File: config.mk
export PLATFORM = sky130hd
export DESIGN_NAME = ktl_cell
export DESIGN_NICKNAME = d
export VERILOG_FILES = /design/src/hdl/ktl_pkg.sv /design/src/hdl/ktl_cell.sv
export SDC_FILE = /design/constraint.sdc
export NUM_CORES = 1
export LEC_CHECK = 0
export ABC_AREA = 1
export BUFFER_PORTS_ARGS = -buffer_cell sky130_fd_sc_hd__buf_2
export CORE_MARGIN = 3
export CORE_UTILIZATION = 45
export CTS_CLUSTER_SIZE = 10
export DETAILED_ROUTE_END_ITERATION = 10
export GPL_ROUTABILITY_DRIVEN = 0
export MAX_ROUTING_LAYER = met4
export PLACE_DENSITY = 0.82
export SYNTH_ARGS = -nofsm -noshare
export SYNTH_HDL_FRONTEND = slang
export SYNTH_SLANG_ARGS = --single-unit
File: constraint.sdc
create_clock -name clock -period 6.1 [get_ports clock]
set_input_delay 0.915 -clock clock [delete_from_list [all_inputs] [get_ports clock]]
set_output_delay 0.915 -clock clock [all_outputs]
set_load 0.02 [all_outputs]
File: src/hdl/ktl_pkg.sv
// ----------------------------------------------------------------------------
// ktl_pkg
// Shared types and codes for the keyed table: operation and status codes,
// the controller state and the command bundle broadcast to every cell.
// ----------------------------------------------------------------------------
package ktl_pkg;

   localparam int KEY_W    = 32;
   localparam int VALUE_W  = 32;
   localparam int OP_W     = 2;
   localparam int STATUS_W = 3;
   localparam int TOTAL_W  = 8;

   typedef enum logic [OP_W-1:0] {
      OP_INSERT = 2'd0,
      OP_REMOVE = 2'd1,
      OP_SEARCH = 2'd2,
      OP_NONE   = 2'd3
   } op_type;

   typedef enum logic [STATUS_W-1:0] {
      STATUS_OK        = 3'd0,
      STATUS_DUPLICATE = 3'd1,
      STATUS_FULL      = 3'd2,
      STATUS_MISSING   = 3'd3,
      STATUS_EMPTY     = 3'd4
   } status_type;

   typedef enum logic {
      ST_IDLE = 1'b0,
      ST_EXEC = 1'b1
   } state_type;

   // broadcast to all cells each cycle
   typedef struct packed {
      logic                      cmp_en;    // latch key match flag
      logic signed [KEY_W-1:0]   cmp_key;
      logic                      ins_en;    // append at slot == count
      logic                      del_en;    // compact: flagged cells pull from neighbor
      logic signed [KEY_W-1:0]   wr_key;
      logic signed [VALUE_W-1:0] wr_value;
   } cell_cmd_type;

endpackage

File: src/hdl/ktl_cell.sv
// ----------------------------------------------------------------------------
// ktl_cell
// One table slot: holds a key and a value, flags a key match, takes a new
// entry on insert and pulls its upper neighbor's entry on a remove.
// ----------------------------------------------------------------------------
module ktl_cell
   import ktl_pkg::*;
#(
   parameter int CAPACITY = 128,
   parameter int INDEX    = 0
) (
   input  logic                             clock,
   input  cell_cmd_type                     cmd,
   input  logic [$clog2(CAPACITY+1)-1:0]    count,
   input  logic                             shift_en,
   input  logic signed [KEY_W-1:0]          up_key,
   input  logic signed [VALUE_W-1:0]        up_value,
   output logic signed [KEY_W-1:0]          key_out,
   output logic signed [VALUE_W-1:0]        value_out,
   output logic                             match
);

   localparam int CNT_W = $clog2(CAPACITY+1);

   logic signed [KEY_W-1:0]   key_ff,   key_in;
   logic signed [VALUE_W-1:0] value_ff, value_in;
   logic                      match_ff, match_in;
   logic                      live;

   // slot holds an entry when its index is below the fill count
   assign live = CNT_W'(INDEX) < count;

   always_comb begin
      key_in   = key_ff;
      value_in = value_ff;
      match_in = match_ff;
      if (cmd.cmp_en) begin
         match_in = live && (key_ff == cmd.cmp_key);
      end
      if (cmd.ins_en && (count == CNT_W'(INDEX))) begin
         key_in   = cmd.wr_key;
         value_in = cmd.wr_value;
      end else if (cmd.del_en && shift_en) begin
         key_in   = up_key;
         value_in = up_value;
      end
   end

   always_ff @(posedge clock) begin
      key_ff   <= key_in;
      value_ff <= value_in;
      match_ff <= match_in;
   end

   assign key_out   = key_ff;
   assign value_out = value_ff;
   assign match     = match_ff;

endmodule

**After elaboration in Yosys (flattened, before gate mapping)**

Index checks and enable logic that the tools add are counted.
W data, S select, Z words.

- Register bits: 65
- Bits of input ports: 173
- Output and inout port bits: 65

- Order comparisons: 1
- Eq/ne operators: 1
- Multiplexer cells: 4
- Reduce and logical (&&, ||, !) cells: 5

Operator list:

| operator | count |
|---|---|
| $mux W32 | 4 |
| $eq A32 B32 Y1 | 1 |
| $logic_not A8 Y1 | 1 |
| $lt A1 B8 Y1 const A | 1 |
| $logic_and A1 B1 Y1 | 3 |
| $reduce_bool A2 Y1 | 1 |

**Longest topological paths before layout**

- Depth after elaboration: 3
- Gate-level depth with buffers: 8

**Worst setup path before layout**

No wires, ideal clock.

- Path type: input-to-reg
- From: input count[3]
- To: register key_ff[0], in the netlist key_out[0], enable pin
- Library setup time: 424 ps
- Arrival: 2933 ps
- Path slack: 2743 ps
- Stages: 7
- Path buffers: 2
- Cells stage by stage: nor2_1 > nand2_1 > nor2_2 > nand2_1 > buf_4 > buf_6 > nand2_1

- Cells in the longest elaborated chain, start to end: 3

Ends and longest elaborated chain:

| item | line | text |
|---|---|---|
| start, declared | ktl_cell.sv:14 | `input logic [$clog2(CAPACITY+1)-1:0] count,` |
| $logic_not A8 Y1 | ktl_cell.sv:40 | `if (cmd.ins_en && (count == CNT_W'(INDEX))) begin` |
| $logic_and A1 B1 Y1 | ktl_cell.sv:40 |  |
| $reduce_bool A2 Y1 (no source line) | -- |  |
| end signal, assigned | ktl_cell.sv:50 | `key_ff <= key_in;` |
| end, declared | ktl_cell.sv:25 | `logic signed [KEY_W-1:0] key_ff, key_in;` |

No other way between the ends.
A chain may end at the register's enable or synchronous reset.

**Worst setup path in the final report**

- From: input cmd[65] (netlist bit)
- To: register key_ff[29], in the netlist key_out[29], enable pin

- Cells in the longest elaborated chain, start to end: 2

Ends and longest elaborated chain:

| item | line | text |
|---|---|---|
| start, declared | ktl_cell.sv:13 | `input cell_cmd_type cmd,` |
| $logic_and A1 B1 Y1 | ktl_cell.sv:40 |  |
| $reduce_bool A2 Y1 (no source line) | -- |  |

No other way between the ends.

==> results.md <==
- Status: finished clean
- Net Count, Synth: 606
- RSZ-0062 raised after global routing: false
- Critical path type: in2reg
- DR vias/cell: 4.73
- Clock-pin slew of the registers on the worst-case setup and hold paths: 0.06 ns
- FF+latch count, synth: 65
- Area of the core: 7450 sq um
- Hold_buf cts: 0
- Power Density: 219 nW/um^2
- # Max-Cap Violations: 0
- Final hold vios: 0
- Initial drt markers: 162
- First-pass GRT wire length: 15400 um
- # setup viols final: 0
- CP Max Fanout: 65
- Vias in the first global route: 3398
- Die area: 8960 sq um
- HPWL Detailed: 8080 um
- CP Launch Type: input port
- F_max: 412 MHz
- Crit path DAT: 2.38 ns
- Layout area overhead: 39.1%
- Gr usage total: 23.3%
- Utilization after layout: 66.0%
- Worst VDD drop: 0.000115 V
- Cell Rows: 31
- Post-CTS Setup Repair Bufs: 0
- Share of layout cells above drive strength 1: 38.1%
- H-tree level count: 3
- Library cells used by synthesis: 15
- Worst Hold Class: in2reg
- Worst Skew: 0.0102 ns
- Post-synthesis sequential area ratio: 55.2%
- Switch share: 26.3%
- Max Slew Vio Count: 0
- Num CTS Buffers: 9
- Initial Utilization: 47.5%
- Vias: 3631
- Req. time, crit path: 6.05 ns
- Comb pwr share: 18.2%
- Initial antenna violation count: 1
- Pre-Repair DR Iteration Count: 5
- CTS tree: yes
- Period Utilization, post-route: 39.8%
- Crit. End Element: flip-flop
- P_sw: 283 uW
- Sequential share of power: 50.4%
- WHS: 0.791 ns
- Routed WL: 10500 um
- # clock sinks: 65
- Longest Clk Path Bufs: 2
- Post-layout min period: 2.43 ns
- Setup tns final: 0 ns
- Top Ports: 238
- Yosys warning count: 0
- Routed len/inst: 13.7 um
- Placed cell count: 751
- Post-DRT Antenna Nets: 0
- Final nets: 836
- Non-filler cells, final: 767
- Die height: 94.7 um
- Lkg Pwr: 2.66 nW
- Cells after synthesis: 433
- CTS root buf: clkbuf_8
- Grt ovf: 0
- Slew Limit Headroom: 44.3%
- DRC errors left: 0
- Slew @ Worst Pin: 0.835 ns
- Clock share of power: 31.5%
- Int Pwr: 793 uW
- Chip width: 94.7 um
- Worst-Skew Late Latency: 0.33 ns
- Post-CTS Resized: 0
- Largest net degree at the start of global routing: 66
- Netlist Area Pre-Place: 3540 sq um
- Port bufs: 237
- Mapped Avg Cell Area: 8.17 sq um
==> cell families after synthesis <==
kind of cell              Yosys count  share of synthesized area, %
buffers and inverters              62                          8.45
xor gates and xnor gates            9                          2.23
AOI/OAI and AO/OA                   4                         0.566
and+or+nand+nor                   293                          33.6
DFF                                65                          55.2
==> power by group through the flow <==
| stage | Clock, mW | Combinational [mW] | Sequential [mW] |
|---|---|---|---|
| after floorplan | 0 | 0.0581 | 0.589 |
| after detailed placement | 0 | 0.196 | 0.552 |
| after global placement | 0 | 0.192 | 0.550 |
| final | 0.338 | 0.195 | 0.542 |
| after global routing | 0.363 | 0.216 | 0.545 |
| after CTS | 0.346 | 0.197 | 0.542 |
==> worst max-delay path: stages <==
cell	delay, ns
buf_2	0.07
buf_4	0.53
nand2_2	0.16
nand2_4	0.64
==> per-stage QoR <==
| stage | worst slack [ns] | power, mW | area [sq um] |
|---|---|---|---|
| 3_3_place_gp | 3.40 | 0.743 | 4740 |
| 5_1_grt | 3.56 | 1.12 | 4920 |
| 3_5_place_dp | 3.36 | 0.748 | 4740 |
| 2_1_floorplan | 2.74 | 0.647 | 3540 |
| 4_1_cts | 3.70 | 1.08 | 4920 |
| 6_report | 3.67 | 1.08 | 4920 |
==> flip-flops by register name (all words and copies together), names as in the netlist <==
name,cells
value_out,32
key_out,32
match,1
==> Yosys cell counts <==
master | count | area [sq um]
edfxtp_1 | 65 | 1950
nand3b_1 | 1 | 7.51
inv_1 | 41 | 154
nor2_1 | 24 | 90.1
buf_6 | 5 | 56.3
xnor2_1 | 8 | 70.1
nor2_2 | 1 | 6.26
buf_2 | 2 | 10.0
nand2_1 | 202 | 758
o21ai_0 | 4 | 20.0
buf_4 | 7 | 52.6
clkbuf_1 | 5 | 18.8
xor2_1 | 1 | 8.76
buf_1 | 2 | 7.51
nand3_1 | 65 | 325
==> layout make-up <==
class / count / area (sq um)
Inverter: 41 / 154
Tap cell: 99 / 124
Fill cell: 632 / 2530
Antenna cell: 1 / 2.50
Clock buffer: 11 / 131
Timing Repair Buffer: 240 / 1210
Clock inverter: 4 / 45.0
Multi-Input combinational cell: 306 / 1300
Sequential cell: 65 / 1950
==> metal layers <==
metal	vias to the layer above	wire length (um)	global-route usage (%)
li1	1837	-	-
met1	1602	3850	24.5
met2	176	5510	42.3
met3	16	850	4.38
met4	0	275	9.98
met5	-	0	-
==> layout by cell type, fill, tap and decap left out, types with 2 or more instances in the layout <==
cell      synthesis  routed
buf_2             2     237
nand2_1         202     200
nand3_1          65      65
edfxtp_1         65      65
inv_1            41      41
nor2_1           24      24
clkbuf_8          0       9
xnor2_1           8       8
o21ai_0           4       4
buf_4             7       3
clkbuf_1          5       2
clkinv_1          0       2
==> worst paths after layout <==
| kind | from | end | slack, ns | cells past startpoint |
|---|---|---|---|---|
| worst max-delay path | cmd[65] | key_out[29] | 3.67 | 4 |
| worst min-delay path | cmd[98] | match | 0.79 | 1 |
| worst max register to register | key_out[16] | match | 4.87 | 7 |
| worst min register to register | key_out[28] | match | 0.80 | 5 |
Power figures use the tool's default switching activity.
